File: src/rtl/core/tal_pkg.sv
`timescale 1ns / 1ps
// shared types, widths and the allocation table for the thruster allocation limiter
// no dependencies
package tal_pkg;

    localparam int N_AX    = 6;
    localparam int N_TH    = 6;
    localparam int IN_W    = 16;
    localparam int COEF_W  = 18;
    localparam int PROD_W  = IN_W + COEF_W;
    localparam int ACC_W   = PROD_W + 3;
    localparam int T_W     = 21;
    localparam int MAG_W   = 20;
    localparam int LIM_W   = 16;
    localparam int Q_W     = 16;
    localparam int DEN_W   = MAG_W + 1;
    localparam int NUM_W   = 38;
    localparam int DIV_STG = 4;
    localparam int DIV_BPS = Q_W / DIV_STG;

    // register index codes (paddr[3:2])
    localparam logic [1:0] REG_NEG_LIMIT = 2'd0;
    localparam logic [1:0] REG_POS_LIMIT = 2'd1;
    localparam logic [1:0] REG_DEAD_BAND = 2'd2;

    // rows thrusters, columns fx fy fz mx my mz, q.12
    localparam logic signed [COEF_W-1:0] COEF [N_TH][N_AX] = '{
        '{ 18'sd0,     -18'sd4096,  18'sd0,     18'sd0,      18'sd0,      18'sd0     },
        '{ 18'sd2048,  -18'sd1505,  18'sd0,     18'sd0,      18'sd0,      18'sd27416 },
        '{ 18'sd2048,   18'sd1505,  18'sd0,     18'sd0,      18'sd0,     -18'sd27416 },
        '{ 18'sd0,      18'sd0,     18'sd0,    -18'sd22567, -18'sd22567,  18'sd0     },
        '{ 18'sd0,      18'sd0,    -18'sd2048,  18'sd41225,  18'sd11284,  18'sd0     },
        '{ 18'sd0,      18'sd0,    -18'sd2048, -18'sd18658,  18'sd11284,  18'sd0     }
    };

    typedef struct packed {
        logic             neg;
        logic [MAG_W-1:0] mag;
    } thr_t;

    typedef thr_t [N_TH-1:0] thr_vec_t;

    typedef struct packed {
        logic             scale;
        logic [MAG_W-1:0] bm;
        logic [LIM_W-1:0] bl;
    } best_t;

    typedef struct packed {
        logic [LIM_W-1:0]  lim_pos;
        logic [LIM_W-1:0]  lim_neg;
        logic [LIM_W-2:0]  dead_band;
        logic [LIM_W-2:0]  cap;
    } lim_cfg_t;

endpackage

File: src/rtl/core/tal_mix.sv
`timescale 1ns / 1ps
// wrench times allocation table: product stage and sum/round stage
// depends on tal_pkg
module tal_mix (
    input  logic                                aclk,
    input  logic                                aresetn,
    input  logic                                en,
    input  logic                                in_valid,
    input  logic [tal_pkg::N_AX-1:0][tal_pkg::IN_W-1:0] wrench,
    output logic                                out_valid,
    output tal_pkg::thr_vec_t                   thr
);

    logic signed [tal_pkg::PROD_W-1:0] prod_reg [tal_pkg::N_TH][tal_pkg::N_AX];
    logic                              va_reg;
    logic                              vb_reg;
    tal_pkg::thr_vec_t                 thr_reg;
    tal_pkg::thr_vec_t                 thr_next;

    always_ff @(posedge aclk) begin
        if (!aresetn) begin
            va_reg <= 1'b0;
            vb_reg <= 1'b0;
        end else if (en) begin
            va_reg <= in_valid;
            vb_reg <= va_reg;
        end
    end

    always_ff @(posedge aclk) begin
        if (en) begin
            for (int i = 0; i < tal_pkg::N_TH; i++) begin
                for (int j = 0; j < tal_pkg::N_AX; j++) begin
                    prod_reg[i][j] <= $signed(wrench[j]) * tal_pkg::COEF[i][j];
                end
            end
        end
    end

    // sum, round half up, floor shift
    always_comb begin
        logic signed [tal_pkg::ACC_W-1:0] acc;
        logic signed [tal_pkg::T_W-1:0]   t;
        for (int i = 0; i < tal_pkg::N_TH; i++) begin
            acc = tal_pkg::ACC_W'(2048);
            for (int j = 0; j < tal_pkg::N_AX; j++) begin
                acc = acc + tal_pkg::ACC_W'(prod_reg[i][j]);
            end
            t = tal_pkg::T_W'(acc >>> 12);
            thr_next[i].neg = t[tal_pkg::T_W-1];
            thr_next[i].mag = t[tal_pkg::T_W-1] ? tal_pkg::MAG_W'(-t)
                                                : tal_pkg::MAG_W'(t);
        end
    end

    always_ff @(posedge aclk) begin
        if (en) begin
            thr_reg <= thr_next;
        end
    end

    assign out_valid = vb_reg;
    assign thr       = thr_reg;

endmodule

File: config.mk
export PLATFORM = sky130hd
export DESIGN_NAME = tal_mix
export DESIGN_NICKNAME = d
export VERILOG_FILES = /design/src/rtl/core/tal_pkg.sv /design/src/rtl/core/tal_mix.sv
export SDC_FILE = /design/constraint.sdc
export NUM_CORES = 2
export LEC_CHECK = 0
export BUFFER_PORTS_ARGS = -buffer_cell sky130_fd_sc_hd__buf_4
export CAP_MARGIN = 20
export CORE_MARGIN = 4
export CORE_UTILIZATION = 40
export CTS_CLUSTER_SIZE = 10
export DETAILED_ROUTE_END_ITERATION = 8
export PLACE_DENSITY = 0.66
export SLEW_MARGIN = 0
export SYNTH_ARGS = -nofsm -noshare
export SYNTH_HDL_FRONTEND = slang
export SYNTH_SLANG_ARGS = --single-unit
File: constraint.sdc
create_clock -name aclk -period 8.8 [get_ports aclk]
set_clock_uncertainty 0.2 [all_clocks]
set_input_delay 0.88 -clock aclk [delete_from_list [all_inputs] [get_ports aclk]]
set_output_delay 0.88 -clock aclk [all_outputs]
set_load 0.005 [all_outputs]
* Word-level counts from Yosys, hierarchy flattened
Memory sizes are Yosys's and may differ from the RTL's.
Index checks and enable logic that the tools add are counted.
** Cells by class
- $add $sub $neg :: 44
- Multipliers :: 9
- Divide/modulo/power cells :: 0
- Magnitude comparators :: 0
- Eq/ne operators :: 0
- Shift-type cells :: 0
- Multiplexer cells :: 8
- Bitwise logic cells :: 0
- Reductions and logical operators :: 0
** Operators with widths (number)
- $add A33 B33 Y33 :: 30
- $add A13 B33 Y33 const A :: 6
- $mux W20 :: 6
- $neg A20 Y20 :: 6
- $mul A16 B13 Y29 const B :: 3
- $mul A16 B16 Y32 const B :: 2
- $mul A16 B12 Y28 const B :: 2
- $mul A16 B17 Y33 const B :: 1
- $mul A16 B15 Y31 const B :: 1
- $neg A16 Y23 :: 1
- $neg A16 Y22 :: 1
- $mux W1 :: 2
** Storage, ports and cells
- Register bits after elaboration :: 128
- Latch bits :: 0
- RAM bits :: 1074
- Bits in read-only memories :: 0
- Output and inout bits :: 127
- Word-level logic and storage cells :: 76
- Memories kept :: 1
** Memories
- prod_reg :: depth 6, bits a word 179, rd ports 6, clocked after memory_dff 0, wr ports 6, RTL line tal_mix.sv:14 : logic signed [tal_pkg::PROD_W-1:0] prod_reg [tal_pkg::N_TH][tal_pkg::N_AX];

* Longest topological paths before layout
An unclocked memory read counts as a cell.
- Depth in word-level cells :: 9
- Gate-level depth with buffers :: 25
- Gate-level depth less buffers :: 25

* Worst setup path after synthesis
OpenSTA, ideal clock, no wires.
- Kind :: in2reg
- Start :: in wrench[53] (netlist bit)
- End :: mem prod_reg[3][93] (netlist bit) (data pin)
- Library setup time :: 0.259 ns
- Arrival :: 6.310 ns
- Data required time :: 8.341 ns
- Path slack :: 2.031 ns
- Stages :: 24
- Cells stage by stage :: inv_1 > ha_1 > inv_1 > fa_1 > fa_1 > inv_1 > fa_1 > inv_1 > fa_1 > inv_1 > fa_1 > inv_1 > ha_1 > nand3_1 > nor4b_1 > or4_1 > o211ai_1 > a31oi_1 > o21ai_1 > a21oi_1 > o41ai_1 > o21bai_1 > a21oi_1 > xnor2_1
** RTL lines
- start: declaration :: RTL line tal_mix.sv:9 : input logic [tal_pkg::N_AX-1:0][tal_pkg::IN_W-1:0] wrench,
- end: declaration :: RTL line tal_mix.sv:14

==> key figures <==
Status
  • Outcome: finished, final reports clean

Drt
  • Drc violations: 0
  • DRT antenna net count: 0
  • Via count: 41,200
  • Initial drt markers: 1,928
  • Final WL: approximately 150 mm
  • DR pass1 iterations: 5
  • Via density per instance: ~5.0
  • WL/cell: 18.2 um

Final layout
  • Layout cell share with drive strength beyond 1: 0.0608
  • Final non-filler cell total: approximately 8,000
  • Multi-input logic area: between 40,000 and 50,000 um2
  • Area Growth Syn to Fin: 9.52%
  • NumNets Final: slightly above 8,000
  • FILL cells: roughly 14,000
  • Sequential cell area: between 10,000 and 15,000 um2
  • Largest register FFs: between 300 and 400

Critical path
  • Max FO, Critical Path: 14
  • Critical path arrival: around 7.3 ns
  • Max incr delay on CP: just under 0.6 ns
  • CP top delay family: adder cells
  • Crit path top cell by count: inv_1
  • Setup CP Type: input pin to flop
  • Buffers & Inverters on Critical Path: 7
  • Slowest cell on the critical path: or4_1
  • Crit end category: flop
  • Worst Setup Start Kind: input pin
  • Worst endpoint required time: ~9 ns

Place
  • Number of port buffers: around 230
  • Placed insts: roughly 8,000
  • Place WS: roughly 1.1 ns
  • Dpl hpwl: around 130 mm
  • Routability cong.: 0.918

Synth
  • Mapped cell area: around 63,000 um2
  • FF+latch count, synth: approximately 440
  • Synthesized instance count: around 5,800
  • Synth Flop Type: edfxtp_1
  • Number of synthesized flops with an enable pin: between 400 and 500
  • Register area share after synthesis: 0.212
  • Syn nets: 7,976
  • Ys Warns: 0
  • Synth unique cells: 96
  • Top-area cell type share of the netlist area: 0.256
  • Asr flop ratio synth: 0
  • Synth area leaders: ha_1 26%, fa_1 24%, edfxtp_1 21%
  • Leading area contributor after synthesis: ha_1
  • Synth Area per Inst: about 11 um2

Global route
  • GRT Util Overall: 0.185
  • Largest net degree at the start of global routing: around 110
  • Vias in the first global route: 43,900
  • Total grt overflow: 0
  • Initial antenna violation count: 5
  • First-pass GRT wire length: 241 mm

Timing
  • RSZ-0062 raised after global routing: no
  • Setup Viol. Count Final: 0
  • Hold Vio Cnt, Final: 0
  • Setup TNS: 0 ns
  • Fin worst setup slack: roughly 1.7 ns
  • Max Clk Rate: 0.142 GHz
  • WHS: 0.165 ns
  • Fin crit share: 0.802
  • Slew HR: 0.322
  • Slew Viols, Final: 0
  • Pin slew with the least headroom to its limit: 1.01 ns
  • Min Tclk post-route: 7.06 ns

Die
  • Starting Density: 0.403
  • Die area: approximately 160,000 um2
  • Cell Rows: 145
  • Die Wd: around 400 um
  • Top Ports: between 200 and 250
  • Core area: 156,000 um2
  • Die height: slightly above 400 um

Clock network
  • Cts bufs inserted: 58
  • Hold-fix buffer count after cts: 0
  • Post_cts resized: 0
  • Setup bufs post-CTS: 0
  • Clock transition at path regs: around 0.070 ns
  • Clk root buf: clkbuf_16
  • CTS H-Tree Depth: 2
  • CTS tree: done
  • Longest Clk Path Bufs: 3
  • Worst skew pair latency: just under 0.7 ns
  • Clock sink count: 444

Min path
  • Worst min path class: input pin to flop

Run
  • Max-cap viol count: 0
layer usage:
metal / GRT usage / vias up / share of wire
met1: 0.237 / 20100 / 0.44
met5: 0 / - / 0.00021
met2: 0.326 / 735 / 0.49
met3: 0.0259 / 201 / 0.040
li1: - / 20200 / -
met4: 0.0531 / 6 / 0.030
cells in the mapped netlist, types with 72 or more instances:
master and instances:
ha_1 1288, inv_1 1163, fa_1 747, edfxtp_1 442, xnor2_1 339, a21oi_1 264
nor2_1 205, nand2_1 187, o21ai_0 137, xor2_1 135, a21o_1 101, nor3_1 72
cells in the final DEF (no fill, tap or decap), types with 43 or more instances in the layout:
master and count:
a21o_1 101, a21oi_1 264, buf_4 232, clkbuf_16 58, edfxtp_1 442, fa_1 747
ha_1 1288, inv_1 1163, nand2_1 187, nand3_1 69, nor2_1 205, nor3_1 72
o21ai_0 137, o21bai_1 43, xnor2_1 339, xor2_1 135
area by class of cell:
cell class,instances,share of cell area
Antenna cell,2,0.0000727
Clock buffer,64,0.0214
Clock inverter,25,0.00451
Inverter,1167,0.0636
Multi-Input combinational cell,4188,0.654
Sequential cell,444,0.193
Tap cell,2058,0.0374
Timing Repair Buffer,235,0.0261
worst reg2reg max path, delay by kind of cell, from the launching register on:
kind / cells / cell delay [ns]
multiplexers: 1 / 0.19
buffers and inverters: 4 / 0.56
AO/OA/AOI/OAI: 8 / 2.74
AND/OR/NAND/NOR: 2 / 0.20
adder cells (fa/ha/maj): 3 / 1.06
flip-flops: 1 / 0.37
XOR/XNOR: 1 / 0.15
cell families (layout without fill, tap and decap cells):
| family | after synthesis | after routing | share of synthesized area |
|---|---|---|---|
| other cells | 0 | 2 | 0 |
| simple gates | 809 | 809 | 0.0637 |
| buf+inv | 1209 | 1491 | 0.0724 |
| flops | 444 | 444 | 0.212 |
| xor+xnor | 475 | 475 | 0.0663 |
| mux | 25 | 25 | 0.00408 |
| compound gates | 844 | 844 | 0.0878 |
| fa+ha+maj | 2035 | 2035 | 0.494 |
worst paths after layout:
kind / cells after the start / to / slack [ns] / from
setup / recovery: 25 / prod_reg[3][93] / 1.74 / wrench[53]
hold reg to reg: 0 / thr[0] / 0.30 / prod_reg[2][122]
hold / removal: 1 / prod_reg[2][157] / 0.16 / wrench[1]
setup reg to reg: 19 / thr[24] / 3.06 / prod_reg[1][8]
stage by stage:
step	cell area (um2)	util
global placement	67100	0.429
CTS	68900	0.441
floorplan	62900	-
finish	68900	0.441
global route	68900	0.441
detailed placement	67100	0.429
Power is not shown: default switching activity piles up to over one toggle a cycle in this logic, so the estimate is an artifact.
