[src/rtl/core/tal_pkg.sv]
`timescale 1ns / 1ps
// shared types, widths and the allocation table for the thruster allocation limiter
// no dependencies
package tal_pkg;

    localparam int N_AX    = 6;
    localparam int N_TH    = 6;
    localparam int IN_W    = 16;
    localparam int COEF_W  = 18;
    localparam int PROD_W  = IN_W + COEF_W;
    localparam int ACC_W   = PROD_W + 3;
    localparam int T_W     = 21;
    localparam int MAG_W   = 20;
    localparam int LIM_W   = 16;
    localparam int Q_W     = 16;
    localparam int DEN_W   = MAG_W + 1;
    localparam int NUM_W   = 38;
    localparam int DIV_STG = 4;
    localparam int DIV_BPS = Q_W / DIV_STG;

    // register index codes (paddr[3:2])
    localparam logic [1:0] REG_NEG_LIMIT = 2'd0;
    localparam logic [1:0] REG_POS_LIMIT = 2'd1;
    localparam logic [1:0] REG_DEAD_BAND = 2'd2;

    // rows thrusters, columns fx fy fz mx my mz, q.12
    localparam logic signed [COEF_W-1:0] COEF [N_TH][N_AX] = '{
        '{ 18'sd0,     -18'sd4096,  18'sd0,     18'sd0,      18'sd0,      18'sd0     },
        '{ 18'sd2048,  -18'sd1505,  18'sd0,     18'sd0,      18'sd0,      18'sd27416 },
        '{ 18'sd2048,   18'sd1505,  18'sd0,     18'sd0,      18'sd0,     -18'sd27416 },
        '{ 18'sd0,      18'sd0,     18'sd0,    -18'sd22567, -18'sd22567,  18'sd0     },
        '{ 18'sd0,      18'sd0,    -18'sd2048,  18'sd41225,  18'sd11284,  18'sd0     },
        '{ 18'sd0,      18'sd0,    -18'sd2048, -18'sd18658,  18'sd11284,  18'sd0     }
    };

    typedef struct packed {
        logic             neg;
        logic [MAG_W-1:0] mag;
    } thr_t;

    typedef thr_t [N_TH-1:0] thr_vec_t;

    typedef struct packed {
        logic             scale;
        logic [MAG_W-1:0] bm;
        logic [LIM_W-1:0] bl;
    } best_t;

    typedef struct packed {
        logic [LIM_W-1:0]  lim_pos;
        logic [LIM_W-1:0]  lim_neg;
        logic [LIM_W-2:0]  dead_band;
        logic [LIM_W-2:0]  cap;
    } lim_cfg_t;

endpackage

[src/rtl/core/tal_shape.sv]
`timescale 1ns / 1ps
// dead band raise, cap clamp and the output register
// depends on tal_pkg
module tal_shape (
    input  logic                 aclk,
    input  logic                 aresetn,
    input  logic                 en,
    input  logic                 in_valid,
    input  tal_pkg::thr_vec_t    thr_in,
    input  tal_pkg::lim_cfg_t    cfg,
    output logic                 out_valid,
    output logic [tal_pkg::N_TH*tal_pkg::IN_W-1:0] out_data
);

    logic                                   v_reg;
    logic [tal_pkg::N_TH*tal_pkg::IN_W-1:0] data_reg;
    logic [tal_pkg::N_TH*tal_pkg::IN_W-1:0] data_next;

    always_comb begin
        logic [tal_pkg::MAG_W-1:0] v;
        for (int i = 0; i < tal_pkg::N_TH; i++) begin
            v = thr_in[i].mag;
            if (v != '0 && v < tal_pkg::MAG_W'(cfg.dead_band)) begin
                v = tal_pkg::MAG_W'(cfg.dead_band);
            end
            if (v > tal_pkg::MAG_W'(cfg.cap)) begin
                v = tal_pkg::MAG_W'(cfg.cap);
            end
            data_next[i*tal_pkg::IN_W +: tal_pkg::IN_W] =
                thr_in[i].neg ? tal_pkg::IN_W'(-v) : tal_pkg::IN_W'(v);
        end
    end

    always_ff @(posedge aclk) begin
        if (!aresetn) begin
            v_reg <= 1'b0;
        end else if (en) begin
            v_reg <= in_valid;
        end
    end

    always_ff @(posedge aclk) begin
        if (en) begin
            data_reg <= data_next;
        end
    end

    assign out_valid = v_reg;
    assign out_data  = data_reg;

endmodule

[config.mk]
export PLATFORM = sky130hd
export DESIGN_NAME = tal_shape
export DESIGN_NICKNAME = d
export VERILOG_FILES = /design/src/rtl/core/tal_pkg.sv /design/src/rtl/core/tal_shape.sv
export SDC_FILE = /design/constraint.sdc
export NUM_CORES = 1
export LEC_CHECK = 0
export CAP_MARGIN = 20
export CORE_MARGIN = 5
export CORE_UTILIZATION = 66
export CTS_CLUSTER_SIZE = 40
export DETAILED_ROUTE_END_ITERATION = 8
export DONT_BUFFER_PORTS = 1
export GPL_TIMING_DRIVEN = 0
export PLACE_DENSITY_LB_ADDON = 0.25
export SETUP_SLACK_MARGIN = 0.3
export SLEW_MARGIN = 5
export SYNTH_ARGS = -nofsm -noshare
export SYNTH_HDL_FRONTEND = slang
export SYNTH_SLANG_ARGS = --single-unit
[constraint.sdc]
create_clock -name aclk -period 8.4 [get_ports aclk]
set_input_delay 0 -clock aclk [delete_from_list [all_inputs] [get_ports aclk]]
set_output_delay 0 -clock aclk [all_outputs]
set_load 0.02 [all_outputs]
### Yosys cells after proc, flatten, opt, wreduce, memory -nomap -nowiden

Index checks and enable logic that the tools add are counted.

* output and inout port bits: 97
* register bits after elaboration: 97

* magnitude comparators: 12
* add/subtract/negate cells: 6
* muxes and demuxes: 18
* reduce and logical (&&, ||, !) cells: 12

Operators by type and width (number)
* 2-to-1 mux 16 bit: 12
* > comparator 20 x 15 -> 1 bit: 6
* less-than comparator 20 x 15 -> 1 bit: 6
* 2-to-1 mux 20 bit: 6
* nonzero test 20 bit: 6
* negation 16 bit: 6
* logical AND 1 bit: 6

### Logic depth before layout (Yosys ltp)

* depth after elaboration: 7
* gate-level depth with buffers: 29
* mapped depth without buffers: 24

### Worst setup path after synthesis

OpenSTA, ideal clock, no wires.

* path type: input-to-reg
* start point: in cfg[20] in the netlist's numbering
* end point: reg data_reg, in the netlist out_data[24] (data pin)
* slack: 2.354 ns
* required time: 8.137 ns
* library setup time: 0.263 ns
* stages on the path: 29
* arrival time: 5.783 ns
* path through: clkbuf_1 > inv_1 > ha_1 > o21ai_0 > nand2b_1 > a21oi_1 > or4_1 > o211ai_2 > buf_2 > clkbuf_1 > nand2_1 > o21ai_0 > ha_1 > nand2_1 > nor2_1 > a2111oi_0 > nor2_1 > o311a_1 > a211oi_2 > clkbuf_1 > buf_2 > nor2_1 > a21o_1 > ha_1 > nor2b_1 > nor3_1 > a21oi_1 > o21ai_0 > xor2_1

* longest elaborated chain between the ends: 7

Ends and longest elaborated chain
* from (decl): line tal_shape.sv:10 `input tal_pkg::lim_cfg_t cfg,`
* less-than comparator 20 x 15 -> 1 bit: line tal_shape.sv:23 `if (v != '0 && v < tal_pkg::MAG_W'(cfg.dead_band)) begin`
* logical AND 1 bit: line tal_shape.sv:23
* 2-to-1 mux 20 bit *: line tal_shape.sv:23
* > comparator 20 x 15 -> 1 bit: line tal_shape.sv:26 `if (v > tal_pkg::MAG_W'(cfg.cap)) begin`
* 2-to-1 mux 16 bit *: line tal_shape.sv:26
* negation 16 bit: line tal_shape.sv:30 `thr_in[i].neg ? tal_pkg::IN_W'(-v) : tal_pkg::IN_W'(v);`
* 2-to-1 mux 16 bit *: line tal_shape.sv:30
* named net data_next (one bit): line tal_shape.sv:17 `logic [tal_pkg::N_TH*tal_pkg::IN_W-1:0] data_next;`
* to (signal assigned): line tal_shape.sv:44 `data_reg <= data_next;`
* to (decl): line tal_shape.sv:16 `logic [tal_pkg::N_TH*tal_pkg::IN_W-1:0] data_reg;`

Mark *: on every way through the listed nets, which the timed path passes. The rest lies on a longest branch.
A chain may end at the register's enable or synchronous reset.

### Final worst setup path

* start point: in cfg[17] in the netlist's numbering
* end point: reg data_reg, in the netlist out_data[58] (data pin)

The elaborated chain is that of the path after synthesis.

==> summary.md <==
| Metric | Value |
|---|---|
| Number of synthesized flops with an enable pin | `96` |
| Number of global-route vias before repair | `10.6k` |
| Clock buffer depth | `2` |
| Initial Utilization | `67.4%` |
| Most instantiated cells after synthesis | `ha_1 (180), nand2_1 (128), o21ai_0 (111)` |
| Flip-flop and latch count after synthesis | `97` |
| Max FO, Critical Path | `10` |
| Worst setup SP type | `input pin` |
| GRT met2 Usage | `61.2%` |
| RR Startpoint | `out_valid$_SDFFE_PN0P_` |
| Gr busiest metal | `met2` |
| GR Util met1 | `51.3%` |
| Reg area | `2900 sq um` |
| Final hold violations | `0` |
| Final instance area | `12,500 sq um` |
| Max VDD drop | `0.103 mV` |
| Status | `complete, no violations` |
| WS Path Type | `input pin to flip-flop` |
| Initial antenna violation count | `1` |
| Max Fclk | `127 MHz` |
| Post-synth net total | `1,685` |
| Final setup viols | `0` |
| Minimum clock period | `7880 ps` |
| Rel. slew slack | `32.3%` |
| Share of layout cells above drive strength 1 | `7.79%` |
| Worst R2R End | `out_valid$_SDFFE_PN0P_` |
| Async SR Flop Fraction | `0%` |
| CTS buffer count | `9` |
| TritonCTS clock tree | `built` |
| Area growth from synthesis to layout | `6.96%` |
| Final hold slack | `7.90 ps` |
| RSZ-0062 raised after global routing | `false` |
| Worst slew pin tran | `1010 ps` |
| Sequential fraction of the synthesis area | `24.9%` |
| Clk_lat worst skew | `360 ps` |
| Average wire per standard cell | `27.7 microns` |
| Most used DFF post-synth | `edfxtp_1` |
| Worst hold path type | `input pin to flip-flop` |
| Clock sink count | `97` |
| Clk_skew | `0 ps` |
| Most frequent cell after synthesis | `ha_1` |
| Die Wd | `143 microns` |
| # fillers | `1,355` |
| Routed vias | `11.2k` |
| Setup ws final | `520 ps` |
| Worst EP required | `8510 ps` |
| Synth Cell Area | `11,600 sq um` |
| Core outline area | `17,300 sq um` |
| Hold path depth | `3` |
| DRT Pass-1 Iters | `9` |
| Cell variety after synth | `78` |
| Final nets | `1,716` |
| Final worst-path cycle share | `93.8%` |
| Via-to-Cell Ratio | `7.13` |
| Number of routed nets with antenna violations | `0` |
| Crit path launch | `cfg[17]` |
| Leak Pwr | `5.15 nW` |
| Final max-slew violation count | `0` |
| R2R setup slack | `7120 ps` |
| Area of the multi-input gates | `8300 sq um` |
| DR iter-0 viols | `1,509` |
| Cell taking the most area after synthesis | `edfxtp_1` |
| Tot GR Track Use | `41.1%` |
| Die height | `143 microns` |
| H-tree level count | `3` |
| Post-synth top area share | `24.7%` |
| GRT Residual Overflow | `0` |
| Number of core rows | `48` |
| Worst slack at placement | `516 ps` |
| Pin count of the biggest net entering global routing | `98` |
| CTS clock-pin slew for the worst setup and hold paths | `70 ps` |
| Setup TNS Final | `0 ps` |
| Dominant cells by area after synthesis | `edfxtp_1 (25%), ha_1 (19%), mux2i_1 (6.5%)` |
| First-pass GRT wire length | `63,200 microns` |
| Mean Syn Cell Area | `8.87 sq um` |
| Hpwl dp | `31,800 microns` |
| DRT Wirelength | `43,500 microns` |
| CP arrival | `7990 ps` |
| Io pins | `289` |
| Buffers on Ports | `0` |
| Hold Path End | `out_data[55]$_DFFE_PP_` |
| Die Area | `20,400 sq um` |
| Root Driver | `clkbuf_16` |
| GR Util met3 | `12.1%` |
| Mapped Cells | `1,313` |
| HP Start | `cfg[7]` |
| Power density over cell area | `126 nW/um^2` |
| DRC viols | `0` |
| Routability Congestion | `1.03` |
| CP Capture Type | `flip-flop` |
| DP Area | `11,900 sq um` |
| Maxcap violations | `0` |
| R2R depth | `3` |
| Synth Warn # | `0` |
[what timing repair did]
action	4_1_cts	5_1_grt
resized for setup	0	0
setup buffers	0	0
endpoints found under the hold margin	133	0
hold buffers	20	0
[cells in the final DEF, fill, tap and decap left out, types with 3 or more instances in the layout]
master / count
or4_1: 3
buf_1: 3
o31ai_1: 11
mux2i_1: 76
or3_1: 4
nor2b_1: 17
o31a_1: 4
nand3_1: 27
o211ai_1: 12
o311ai_0: 3
edfxtp_1: 96
a211oi_1: 12
nor4_1: 21
nor2_1: 87
nand4_1: 28
ha_1: 180
and4_1: 5
xor2_1: 39
a2111oi_0: 5
a31o_2: 3
o32a_1: 3
a21oi_1: 78
clkinv_1: 3
clkbuf_16: 9
clkbuf_1: 33
o21a_1: 11
a31oi_1: 11
o21ai_1: 17
mux2_2: 51
inv_1: 65
nor3_1: 28
buf_2: 11
dlygate4sd3_1: 19
nand2_1: 128
a21o_1: 22
o21ai_0: 111
nand2b_1: 9
mux2_1: 3
xnor2_1: 41
[flip-flops by register name (all words and copies together), names as in the netlist]
register,count
out_data,96
out_valid,1
[metrics by stage]
stage	cells	utilization, %	total power [mW]
detailed placement	1538	69.0	1.10
global placement	1538	69.0	1.08
CTS	1573	72.0	1.57
global route	1573	72.0	1.64
floorplan	1313	-	0.988
finish	1574	72.0	1.58
[how the worst max path moves through the flow]
stage	endpoint	slack (ps)	depth (start not counted)
finish	out_data[58]$_DFFE_PP_	520	25
global route	out_data[24]$_DFFE_PP_	370	29
detailed placement	out_data[24]$_DFFE_PP_	520	28
CTS	out_data[58]$_DFFE_PP_	880	25
floorplan	out_data[24]$_DFFE_PP_	2350	29
global placement	out_data[28]$_DFFE_PP_	610	29
[per-layer routing]
| metal | vias to the layer above | wire length [microns] |
|---|---|---|
| met4 | 2 | 3490 |
| met2 | 907 | 18600 |
| met3 | 248 | 5960 |
| met1 | 5078 | 15500 |
| li1 | 4992 | - |
| met5 | - | 12 |
[report_power, final]
part           internal [mW]  switching, mW  total (mW)
logic                  0.170          0.270       0.440
clock network          0.258          0.189       0.447
registers              0.603         0.0855       0.688
[area by class of cell]
class	count	area share, %
plain buffers	48	1.62
clock inverters	6	0.673
diodes	1	0.0201
flip-flops and latches	97	23.3
inverters	66	1.99
multi-input cells	1102	66.6
clock buffers	9	1.81
repair buffers	20	1.75
well taps	225	2.26
[cell families (layout without fill, tap and decap cells)]
group / after synthesis / in the layout / share of synthesized area [%]
XOR/XNOR: 80 / 80 / 6.01
flip-flops: 97 / 97 / 24.9
adder cells (fa/ha/maj): 180 / 180 / 19.3
AO/OA/AOI/OAI: 334 / 334 / 18.1
other: 0 / 1 / 0
multiplexers: 134 / 134 / 12.3
buffers and inverters: 114 / 149 / 3.86
AND/OR/NAND/NOR: 374 / 374 / 15.5
[worst max-delay path, cell delays in order]
cell	delay, ps
clkbuf_1	460
inv_1	440
ha_1	420
a21o_1	190
a31oi_1	220
o211ai_1	240
a2111oi_4	680
buf_2	370
buf_2	300
mux2_2	400
ha_1	300
nor2b_1	140
o21a_1	160
o21a_1	190
o311a_1	290
o21ai_1	340
buf_2	300
buf_2	260
buf_1	480
mux2i_1	310
ha_1	280
nand3_1	190
o31ai_1	330
xor2_1	110
dlygate4sd3_1	570
(Power assumes the default switching activity.)
